## src/design/jeoc_pkg.sv

```systemverilog
// Package for the job event order checker: widths, codes and shared types.
// No dependencies; imported by the interfaces and every module.
package jeoc_pkg;

  localparam int unsigned SIZE_BITS_DEF = 24;
  localparam int unsigned ID_W          = 32;
  localparam int unsigned FUNC_W        = 3;
  localparam int unsigned KIND_W        = 2;
  localparam int unsigned PROG_W        = 11;
  localparam int unsigned STATUS_W      = 4;
  localparam int unsigned CFG_IDX_W     = 3;
  localparam int unsigned CFG_DATA_W    = 32;

  typedef enum logic [FUNC_W-1:0] {
    FUNC_ACCEPTED   = 3'd0,
    FUNC_PROGRESS   = 3'd1,
    FUNC_COMPLETED  = 3'd2,
    FUNC_FAILED     = 3'd3,
    FUNC_CANCEL_ACK = 3'd4,
    FUNC_RELEASED   = 3'd5
  } func_e;

  typedef enum logic [KIND_W-1:0] {
    KIND_TRANSCRIPT = 2'd0,
    KIND_AUDIO      = 2'd1,
    KIND_VAD        = 2'd2,
    KIND_OTHER      = 2'd3
  } kind_e;

  typedef enum logic [STATUS_W-1:0] {
    ST_OK                = 4'd0,
    ST_ID_MISMATCH       = 4'd1,
    ST_AFTER_RELEASE     = 4'd2,
    ST_AFTER_TERMINAL    = 4'd3,
    ST_ACCEPT_ORDER      = 4'd4,
    ST_NOT_ACCEPTED      = 4'd5,
    ST_PROG_AFTER_CANCEL = 4'd6,
    ST_KIND_MISMATCH     = 4'd7,
    ST_PROG_GAP          = 4'd8,
    ST_PROG_LIMIT        = 4'd9,
    ST_TOTAL_OVER        = 4'd10,
    ST_VAD_MISMATCH      = 4'd11,
    ST_CANCEL_NO_REQ     = 4'd12,
    ST_CANCEL_DUP        = 4'd13,
    ST_RELEASE_EARLY     = 4'd14
  } status_e;

  typedef enum logic [CFG_IDX_W-1:0] {
    CFG_JOB_ID         = 3'd0,
    CFG_RESULT_KIND    = 3'd1,
    CFG_PROGRESS_LIMIT = 3'd2,
    CFG_FRAME_COUNT    = 3'd3,
    CFG_MAX_TEXT       = 3'd4,
    CFG_MAX_TOKENS     = 3'd5,
    CFG_MAX_PCM        = 3'd6
  } cfg_idx_e;

  typedef struct packed {
    logic seen_any;
    logic was_accepted;
    logic is_terminal;
    logic cancel_acked;
    logic is_released;
  } flags_t;

endpackage

```

## src/design/jeoc_eval.sv

```systemverilog
// Evaluation of one registered event against the job state: status and next state.
// Depends on jeoc_pkg.
module jeoc_eval import jeoc_pkg::*; #(
  parameter int unsigned SIZE_BITS = SIZE_BITS_DEF
) (
  input  logic [ID_W-1:0]      job_id_i,
  input  logic [KIND_W-1:0]    job_kind_i,
  input  logic [PROG_W-1:0]    prog_limit_i,
  input  logic [SIZE_BITS-1:0] frame_count_i,
  input  logic [SIZE_BITS-1:0] max_text_i,
  input  logic [SIZE_BITS-1:0] max_tokens_i,
  input  logic [SIZE_BITS-1:0] max_pcm_i,
  input  flags_t               flags_i,
  input  logic [PROG_W-1:0]    prog_i,
  input  logic [SIZE_BITS-1:0] text_tot_i,
  input  logic [SIZE_BITS-1:0] word_tot_i,
  input  logic [SIZE_BITS-1:0] token_tot_i,
  input  logic [SIZE_BITS-1:0] pcm_tot_i,
  input  logic [SIZE_BITS-1:0] prob_tot_i,
  input  logic [FUNC_W-1:0]    func_i,
  input  logic [ID_W-1:0]      event_id_i,
  input  logic [PROG_W-1:0]    prog_num_i,
  input  logic                 has_result_i,
  input  logic [KIND_W-1:0]    pkind_i,
  input  logic [SIZE_BITS-1:0] text_i,
  input  logic [SIZE_BITS-1:0] word_i,
  input  logic [SIZE_BITS-1:0] token_i,
  input  logic [SIZE_BITS-1:0] pcm_i,
  input  logic [SIZE_BITS-1:0] prob_i,
  input  logic                 cancel_req_i,
  output status_e              status_o,
  output flags_t               flags_o,
  output logic [PROG_W-1:0]    prog_o,
  output logic [SIZE_BITS-1:0] text_tot_o,
  output logic [SIZE_BITS-1:0] word_tot_o,
  output logic [SIZE_BITS-1:0] token_tot_o,
  output logic [SIZE_BITS-1:0] pcm_tot_o,
  output logic [SIZE_BITS-1:0] prob_tot_o
);

  logic [PROG_W:0]    prog_next;
  logic [SIZE_BITS:0] text_sum, word_sum, token_sum, pcm_sum, prob_sum;
  logic               is_trans, is_audio, is_vad;
  logic               is_prog;
  logic               over_tot, vad_bad;
  status_e            res_st;
  status_e            st;
  flags_t             fl;

  assign prog_next = {1'b0, prog_i} + {{PROG_W{1'b0}}, 1'b1};
  assign is_trans  = (kind_e'(pkind_i) == KIND_TRANSCRIPT);
  assign is_audio  = (kind_e'(pkind_i) == KIND_AUDIO);
  assign is_vad    = (kind_e'(pkind_i) == KIND_VAD);
  assign is_prog   = (func_e'(func_i) == FUNC_PROGRESS);

  assign text_sum  = {1'b0, text_tot_i}  + (is_trans ? {1'b0, text_i}  : '0);
  assign word_sum  = {1'b0, word_tot_i}  + (is_trans ? {1'b0, word_i}  : '0);
  assign token_sum = {1'b0, token_tot_i} + (is_trans ? {1'b0, token_i} : '0);
  assign pcm_sum   = {1'b0, pcm_tot_i}   + (is_audio ? {1'b0, pcm_i}   : '0);
  assign prob_sum  = {1'b0, prob_tot_i}  + (is_vad   ? {1'b0, prob_i}  : '0);

  assign over_tot = (text_sum > {1'b0, max_text_i}) || (word_sum > {1'b0, max_text_i}) ||
                    (token_sum > {1'b0, max_tokens_i}) || (pcm_sum > {1'b0, max_pcm_i});
  assign vad_bad  = (kind_e'(job_kind_i) == KIND_VAD) &&
                    ((prob_sum > {1'b0, frame_count_i}) ||
                     (!is_prog && (prob_sum != {1'b0, frame_count_i})));

  always_comb begin
    if (!flags_i.was_accepted) begin
      res_st = ST_NOT_ACCEPTED;
    end else if (is_prog && flags_i.cancel_acked) begin
      res_st = ST_PROG_AFTER_CANCEL;
    end else if (!has_result_i || (pkind_i != job_kind_i)) begin
      res_st = ST_KIND_MISMATCH;
    end else if (is_prog && ({1'b0, prog_num_i} != prog_next)) begin
      res_st = ST_PROG_GAP;
    end else if (is_prog && (prog_next > {1'b0, prog_limit_i})) begin
      res_st = ST_PROG_LIMIT;
    end else if (over_tot) begin
      res_st = ST_TOTAL_OVER;
    end else if (vad_bad) begin
      res_st = ST_VAD_MISMATCH;
    end else begin
      res_st = ST_OK;
    end
  end

  always_comb begin
    st = ST_OK;
    if (event_id_i != job_id_i) begin
      st = ST_ID_MISMATCH;
    end else if (flags_i.is_released) begin
      st = ST_AFTER_RELEASE;
    end else if (flags_i.is_terminal && (func_e'(func_i) != FUNC_RELEASED)) begin
      st = ST_AFTER_TERMINAL;
    end else begin
      case (func_e'(func_i))
        FUNC_ACCEPTED: begin
          if (flags_i.seen_any) st = ST_ACCEPT_ORDER;
        end
        FUNC_PROGRESS, FUNC_COMPLETED: begin
          st = res_st;
        end
        FUNC_FAILED: begin
          st = ST_OK;
        end
        FUNC_CANCEL_ACK: begin
          if (!cancel_req_i) st = ST_CANCEL_NO_REQ;
          else if (flags_i.cancel_acked) st = ST_CANCEL_DUP;
        end
        FUNC_RELEASED: begin
          if (!flags_i.is_terminal) st = ST_RELEASE_EARLY;
        end
        default: begin
          st = ST_OK;
        end
      endcase
    end
  end

  always_comb begin
    fl          = flags_i;
    prog_o      = prog_i;
    text_tot_o  = text_tot_i;
    word_tot_o  = word_tot_i;
    token_tot_o = token_tot_i;
    pcm_tot_o   = pcm_tot_i;
    prob_tot_o  = prob_tot_i;
    if (st == ST_OK) begin
      case (func_e'(func_i))
        FUNC_ACCEPTED: begin
          fl.seen_any     = 1'b1;
          fl.was_accepted = 1'b1;
        end
        FUNC_PROGRESS, FUNC_COMPLETED: begin
          fl.seen_any = 1'b1;
          if (is_prog) prog_o = prog_next[PROG_W-1:0];
          else fl.is_terminal = 1'b1;
          text_tot_o  = text_sum[SIZE_BITS-1:0];
          word_tot_o  = word_sum[SIZE_BITS-1:0];
          token_tot_o = token_sum[SIZE_BITS-1:0];
          pcm_tot_o   = pcm_sum[SIZE_BITS-1:0];
          prob_tot_o  = prob_sum[SIZE_BITS-1:0];
        end
        FUNC_FAILED: begin
          fl.seen_any    = 1'b1;
          fl.is_terminal = 1'b1;
        end
        FUNC_CANCEL_ACK: begin
          fl.seen_any     = 1'b1;
          fl.cancel_acked = 1'b1;
        end
        FUNC_RELEASED: begin
          fl.seen_any    = 1'b1;
          fl.is_released = 1'b1;
        end
        default: begin
          fl = flags_i;
        end
      endcase
    end
  end

  assign status_o = st;
  assign flags_o  = fl;

endmodule

```

## config.mk

```make
export PLATFORM = sky130hd
export DESIGN_NAME = jeoc_eval
export DESIGN_NICKNAME = d
export VERILOG_FILES = /design/src/design/jeoc_pkg.sv /design/src/design/jeoc_eval.sv
export SDC_FILE = /design/constraint.sdc
export NUM_CORES = 1
export LEC_CHECK = 0
export BUFFER_PORTS_ARGS = -buffer_cell sky130_fd_sc_hd__buf_2
export CAP_MARGIN = 20
export CORE_AREA = 5 5 225 227
export DETAILED_ROUTE_END_ITERATION = 16
export DIE_AREA = 0 0 230 232
export GPL_TIMING_DRIVEN = 0
export SYNTH_ARGS = -nofsm -noshare
export SYNTH_HDL_FRONTEND = slang
export SYNTH_SLANG_ARGS = --single-unit
```

## constraint.sdc

```tcl
create_clock -name vclk -period 6.5
set_input_delay 0 -clock vclk [all_inputs]
set_output_delay 0 -clock vclk [all_outputs]
set_load 0.005 [all_outputs]
```

; ---- Word level (Yosys, flattened, before mapping)
; Index checks and enable logic that the tools add are counted.
[op_classes]
n_div = 0
n_addsub = 6
mux = 40
magnitude_cmp = 6
n_reduce_logical = 18
n_mul = 0
bitwise_logic = 0
n_shift = 0
n_eq_ne = 13
[ops]
columns = operator, count
row1 = $mux W24, 15
row2 = $add A24 B24 Y25, 5
row3 = $gt A25 B24 Y1, 5
row4 = $mux W4, 13
row5 = $mux W11, 3
row6 = $ne A32 B32 Y1, 1
row7 = $ne A25 B24 Y1, 1
row8 = $pmux W4 S4, 1
row9 = $add A11 B1 Y12 const B, 1
row10 = $gt A12 B11 Y1, 1
row11 = $ne A11 B12 Y1, 1
row12 = $eq A3 B2 Y1 const B, 2
row13 = $eq A3 B3 Y1 const B, 2
row14 = $logic_and A1 B1 Y1, 6
row15 = $reduce_or A6 Y1, 1
row16 = $logic_or A1 B1 Y1, 5
row17 = $mux W1, 5
row18 = $mux W5, 1
row19 = $eq A2 B2 Y1 const B, 2
row20 = $logic_not A4 Y1, 1
row21 = $eq A3 B1 Y1 const B, 1
row22 = $logic_not A3 Y1, 1
row23 = $mux W3, 1
row24 = $ne A3 B3 Y1 const B, 1
row25 = other kinds (6), 7
[totals]
input_bits = 447
reg_bits = 0
rom_bits = 0
n_memories = 0
latch_bits = 0
ram_bits = 0

; ---- Longest topological paths before layout
; Gate-level depths: netlist of the first run.
[depth]
depth_word = 20
ltp_mapped = 29
mapped_depth_nobuf = 26

; ---- Worst setup path before layout of the first run
; Ideal clock, no wire load.
[synth_timing]
path_type = input port to output port
from = in pkind_i[1]
to = out pcm_tot_o[0]
arrival_ns = 5.763
setup_slack_ns = 0.737
cell_stages = 29
n_path_buf = 3
path_cell_list = nor2b_1 -> clkbuf_1 -> nand2_1 -> inv_1 -> ha_1 -> a21o_1 -> a21oi_1 -> o21bai_1 -> a211o_1 -> a31oi_1 -> o21ai_0 -> a211o_1 -> a221o_1 -> nor2_1 -> xnor2_1 -> ha_1 -> nand4_1 -> or4_1 -> nor4_1 -> o21ai_0 -> o21ai_1 -> a21oi_1 -> nor3b_1 -> a211oi_2 -> and4bb_1 -> nand3_2 -> buf_6 -> buf_8 -> mux2_4
[synth_between]
elab_chain_cells = 20
word_cells_on_any_way = 41
cone_classes = add/sub: 5 / order compare: 5 / eq/ne: 4 / mux: 18 / reduce/logical: 9
[synth_rtl]
columns = element, line
row1 = from (decl), jeoc_eval.sv:24  ; input logic [KIND_W-1:0] pkind_i,
row2 = branches (longest 19 deep; another with $add A24 B24 Y25), -
row3 = $mux W24 *, jeoc_eval.sv:129  ; if (st == ST_OK) begin
row4 = to (decl), jeoc_eval.sv:37  ; output logic [SIZE_BITS-1:0] pcm_tot_o,
; Mark *: on every way between the ends.

; ---- Final worst setup path of the first run
[layout_timing]
from = in pkind_i[1]
to = out pcm_tot_o[20]
; Same word-level chain as after synthesis.

==> run summary, run 1 <==
Die width: 230 um
Hold Vio Cnt, Final: 0
Share of layout cells above drive strength 1: 37.34%
Critical Path AT: 6.25 ns
Slew headroom: 49.59%
Area leader, netlist: ha_1
Maximum number of pins on one net before global-route repair: 11
Status: finished, final reports clean
Die Area: 0.05336 sq mm
Worst Tran Pin Value: 0.7370 ns
Total power: 1286 uW
# Max-Cap Violations: 0
Gr ovfl total: 0
Placed cell areas: 0.01637 sq mm
Warnings from Yosys: 0
Final GP Congestion: 0.9584
Post-DRT Antenna Nets: 0
Post-Syn Nets: 2353
Maximum clock frequency: 160.0 MHz
Startpoint Class: input port
Final min period: 6.250 ns
Iter 0 DRT Violations: 674
Seq cells: 0
Post-synthesis sequential area ratio: 0%
FF+latch area: 0 sq um
Post-Syn Instances: 1649
Setup Crit Path Kind: input port to output pin
Dominant cells by area after synthesis: ha_1 (25%), mux2_4 (11%), xnor2_1 (6.3%)
Row count: 81
Netlist Area Pre-Place: 0.01267 sq mm
Hold Crit Class: input port to output pin
Peak per-stage delay on the critical path: 0.45 ns
Initial antenna violation count: 9
WL/cell: 19.78 um
Crit path required time: 6.50 ns
Vias: 14670
Crit path capture type: output pin
Hold_ws: 0.2930 ns
VDD IR max: 26.32 uV
Top Ports: 587
Leakage: 0.009391 uW
Critical-path top delay cell: fa_2
First-pass GRT wire length: 84190 um
Starting Density: 26.16%
Crit share post-route: 96.16%
RSZ-0062 raised after global routing: yes
Drt total wl: 57080 um
Drt first pass iters: 6
GRT Total Usage: 19.64%
Yosys cell types: 74
Post-DR vias/cell: 5.086
Die Ht: 232 um
Final setup vio count: 0
Post-Layout Inst Area: 0.01711 sq mm
IO buf count: 580
Clock buffers: 0
Post-DP HPWL: 51300 um
Total Nets Final: 2961
Fill count: 5205
Power per cell area: 75.17 mW/mm^2
Vias in the first global route: 15310
Peak fanout along the critical path: 10
Area growth from synthesis to layout: 35.04%
Slew Viols, Final: 0
Synth top area share: 24.88%
# DRC: 0
Syn Area/Cell: 7.685 sq um
Core area: 0.04844 sq mm
synth_stat cells, drive strengths merged (4+ instances only):
master and instances:
a2111oi 13, a211o 6, a211oi 29, a21o 48, a21oi 129, a221o 4, a31o 4, a31oi 9
and2 123, and3 15, buf 19, clkbuf 16, fa 5, ha 252, inv 152, mux2 118
mux2i 5, nand2 84, nand2b 21, nand3 39, nand3b 9, nand4 37, nor2 90, nor2b 21
nor3 22, nor4 19, o2111ai 5, o211ai 12, o21a 17, o21ai 77, o21bai 13, o221ai 5
o31ai 9, or2 8, or3 4, or4 5, xnor2 91, xor2 72
cells in the final DEF, fill, tap and decap left out, drive strengths merged, types with 12 or more instances in the layout:
master     n
clkbuf    16
a2111oi   13
xnor2     91
a21oi    129
nor4      19
nand2b    21
and3      15
nand4     37
inv      152
nor2b     21
o211ai    12
o21ai     77
nand3     39
ha       252
buf      625
nor3      22
o21a      17
a211oi    29
a21o      48
xor2      72
nand2     84
mux2     118
o21bai    13
nor2      90
and2     123
through the flow:
stage / utilization [%] / TNS (ns) / setup slack [ns] / cells
detailed placement: 33.79 / -258.56 / -2.001 / 2852
CTS: 34.52 / 0 / 0.002378 / 2862
finish: 35.32 / 0 / 0.2497 / 2885
global route: 35.32 / -1.443 / -0.06040 / 2885
floorplan: - / 0 / 0.7372 / 1649
global placement: 33.76 / -285.27 / -2.199 / 2851
worst max-delay path, delay by kind of cell:
family                     cells  cell delay (ns)
AOI/OAI and AO/OA             11             2.08
xor gates and xnor gates       1             0.11
adders and majority gates      3             0.98
buffers and inverters          7             1.13
muxes                          1             0.34
and+or+nand+nor                7             1.55
power by group:
part           leakage (uW)  internal (uW)  total, uW  switching [uW]
logic               0.00939            588       1290             698
registers                 0              0          0               0
clock network  0.0000000507       0.000165   0.000165               0
cells by family (layout without fill, tap and decap cells):
| group | after synthesis | count (layout) | share of synthesized area, % |
|---|---|---|---|
| adder cells (fa/ha/maj) | 257 | 257 | 25.67 |
| buffers and inverters | 187 | 793 | 6.586 |
| other | 0 | 8 | 0 |
| AO/OA/AOI/OAI | 411 | 411 | 21.05 |
| XOR/XNOR | 163 | 163 | 11.27 |
| multiplexers | 123 | 123 | 13.75 |
| AND/OR/NAND/NOR | 508 | 508 | 21.67 |
layout make-up:
type,count,area (sq um),share of cell area [%]
Timing Repair Buffer,606,3147,18.39
Inverter,152,570.5,3.334
Multi-Input combinational cell,1462,12280,71.78
Buffer,35,312.8,1.828
Tap cell,622,778.2,4.548
Antenna cell,8,20.02,0.1170
metal layers:
layer  share of wire (%)  vias up  GRT usage (%)
li1                    -     7223              -
met3                 5.0       85          2.311
met1                  40     6823          22.56
met4                 3.8        0          6.632
met2                  51      542          37.56
met5                   0        -              0
final timing paths:
kind	depth (start not counted)	end	start
hold / removal	3	flags_o[4]	flags_i[4]
setup / recovery	30	pcm_tot_o[20]	pkind_i[1]
repair_timing:
item / CTS / global route
hold buffers: 0 / 0
pin swaps: 9 / 40
gates resized for setup: 58 / 75
endpoints found under the setup margin: 139 / 133
setup buffers: 9 / 14
gates cloned: 1 / 0
hold endpoints to repair: 0 / 0
No activity file was read; power rests on OpenSTA's default activity.
==> run 2, diff against run 1 <==
--- a/config.mk
+++ b/config.mk
@@ -5,11 +5,12 @@
 export SDC_FILE = /design/constraint.sdc
 export NUM_CORES = 1
 export LEC_CHECK = 0
+export ABC_AREA = 1
 export BUFFER_PORTS_ARGS = -buffer_cell sky130_fd_sc_hd__buf_2
 export CAP_MARGIN = 20
-export CORE_AREA = 5 5 225 227
+export CORE_MARGIN = 5
+export CORE_UTILIZATION = 30
 export DETAILED_ROUTE_END_ITERATION = 16
-export DIE_AREA = 0 0 230 232
 export GPL_TIMING_DRIVEN = 0
 export SYNTH_ARGS = -nofsm -noshare
 export SYNTH_HDL_FRONTEND = slang
==> run 2 against run 1 <==
Sequential share of layout area is the same. Die area rose by 1.0%. Setup slack gained 0.22 ns. Worst hold slack improved by 0.0048 ns. Non-clock buffer count rose by 48. Critical path type unchanged.
==> run summary, run 2 <==
Status: finished, final reports clean
Net Sw Frac: 61.92%
Mux cell area share after synthesis: 0%
GRT Total Usage: 24.84%
Slew Viols, Final: 0
Total Nets Final: 4072
Post-Syn Nets: 3481
Util after Layout: 38.30%
Post-Layout Inst Area: 0.01871 sq mm
Most used cell along the critical path: nand2_1
Iter 0 DRT Violations: 1162
Final GP Congestion: 0.9712
Clock power share: 0%
Slew headroom: 30.28%
Gr ovfl total: 0
Peak per-stage delay on the critical path: 0.39 ns
Postcts setup bufs: 0
Startpoint Class: input port
IO buf count: 587
Seq cells: 0
Share of layout cells above drive strength 1: 19.99%
Leading cell type in the layout, fill and taps excluded: nand2_1
Maximum clock frequency: 165.9 MHz
Adder-cell area share of the yosys netlist: 21.96%
Area growth from synthesis to layout: 26.33%
Post-DP HPWL: 62820 um
Power per cell area: 74.17 mW/mm^2
Clock buffers: 0
Main combinational cell family by area after synthesis: simple AND/OR/NAND/NOR gates
Seq pwr share: 0%
WL/cell: 17.81 um
Hold Vio Cnt, Final: 0
Vias: 19770
Placed cell areas: 0.01860 sq mm
# Max-Cap Violations: 0
Critical Path AT: 6.03 ns
First-pass GRT wire length: 106400 um
# hold bufs at CTS: 0
Final setup vio count: 0
Post-synthesis sequential area ratio: 0%
Die Area: 0.05392 sq mm
Crit path required time: 6.50 ns
Dominant cells by area after synthesis: nand2_1 (25%), ha_1 (21%), inv_1 (10%)
Comb power frac: 100.0%
Area leader, netlist: nand2_1
Starting Density: 30.32%
Compound-Gate Fraction of Synth Area: 12.47%
Crit share post-route: 92.74%
VDD IR max: 30.89 uV
Post-DR vias/cell: 4.897
Total power: 1388 uW
Yosys cell types: 54
# DRC: 0
Drt first pass iters: 6
Post-Synth Simple-Gate Area: 43.54%
Synth cell count leaders: nand2_1 (998), inv_1 (412), ha_1 (252)
Maximum number of pins on one net before global-route repair: 11
Warnings from Yosys: 0
Initial antenna violation count: 16
Critical-path top delay cell: fa_1
Core area: 0.04885 sq mm
Drt total wl: 71900 um
Most frequent cells in the layout: nand2_1 (998), buf_2 (604), inv_1 (412), ha_1 (252), nor2_1 (228)
FF+latch area: 0 sq um
Leakage: 0.01173 uW
Row count: 81
Switching power: 859.3 uW
Peak fanout along the critical path: 10
Synth Area in XOR/XNOR: 8.321%
Netlist Area Pre-Place: 0.01481 sq mm
Crit path capture type: output pin
Top Ports: 587
Post-DRT Antenna Nets: 0
Die Ht: 232.2 um
Setup Crit Path Kind: input port to output pin
Worst Tran Pin Value: 1.046 ns
Syn Area/Cell: 5.334 sq um
Post-Syn Instances: 2777
Count leader, synth: nand2_1
P_int: 528.5 uW
Synth top area share: 25.29%
Die width: 232.2 um
Vias in the first global route: 18810
RSZ-0062 raised after global routing: no
Hold Crit Class: input port to output pin
Final min period: 6.028 ns
## run 2: cell types whose count changed in the layout (fill, tap and decap cells not counted), sizes merged, moves of 41 or more
| cell | change |
|---|---|
| and2 | -122 |
| clkbuf | +52 |
| inv | +261 |
| mux2 | -118 |
| nand2 | +915 |
| nand3 | +41 |
| nand4 | +125 |
| nor2 | +145 |
## run 2: repair_timing
item,CTS,global route
hold endpoints to repair,0,0
setup endpoints to repair,106,137
gates cloned,0,0
gates resized for setup,4,47
## run 2: critical path: cells and delay by family
kind	cells	cell delay [ns]
adders and majority gates	3	0.85
xor gates and xnor gates	1	0.25
buffers and inverters	8	1.18
and+or+nand+nor	19	2.08
AOI/OAI and AO/OA	8	1.65
## run 2: path summary, 6_finish.rpt
check,start,end,depth (start not counted)
min,token_tot_i[15],token_tot_o[15],4
max,pkind_i[0],prog_o[6],39
## run 2: cells by family (layout without fill, tap and decap cells)
family / count (synthesis) / in the layout
buf+inv: 514 / 1103
simple gates: 1535 / 1535
fa+ha+maj: 257 / 257
compound gates: 332 / 332
xor+xnor: 139 / 139
other cells: 0 / 6
## run 2: final cells by class
cell class         instances  area, sq um
diodes                     6        15.01
fillers                 5701        30140
plain buffers            100        509.2
multi-input cells       2263        12830
well taps                664        830.8
inverters                414         1556
repair buffers           589         2968
## run 2: layer usage
layer  wire length [um]  vias to the layer above  GRT usage, %
met3               4954                       68         2.764
met4               1293                        8         4.265
met1              31850                     8790         33.29
li1                   -                    10160             -
met5                 48                        -             0
met2              33750                      739         43.58
## run 2: power groups by stage
stage                     combinational (uW)  clock [uW]  sequential (uW)
final                                   1390    0.000124                0
after global routing                    1570    0.000103                0
after CTS                               1380           0                0
after detailed placement                1370           0                0
after global placement                  1360           0                0
after floorplan                          853           0                0
## run 2: metrics by stage
step           TNS, ns  setup WS (ns)  cells  hold WS, ns
2_1_floorplan        0          2.115   2777      0.07896
3_3_place_gp    -2.410        -0.1270   4028       0.2951
3_5_place_dp    -6.145        -0.1716   4029       0.2959
4_1_cts              0        0.08637   4029       0.2995
5_1_grt              0        0.01122   4035       0.3188
6_report             0         0.4719   4036       0.2978
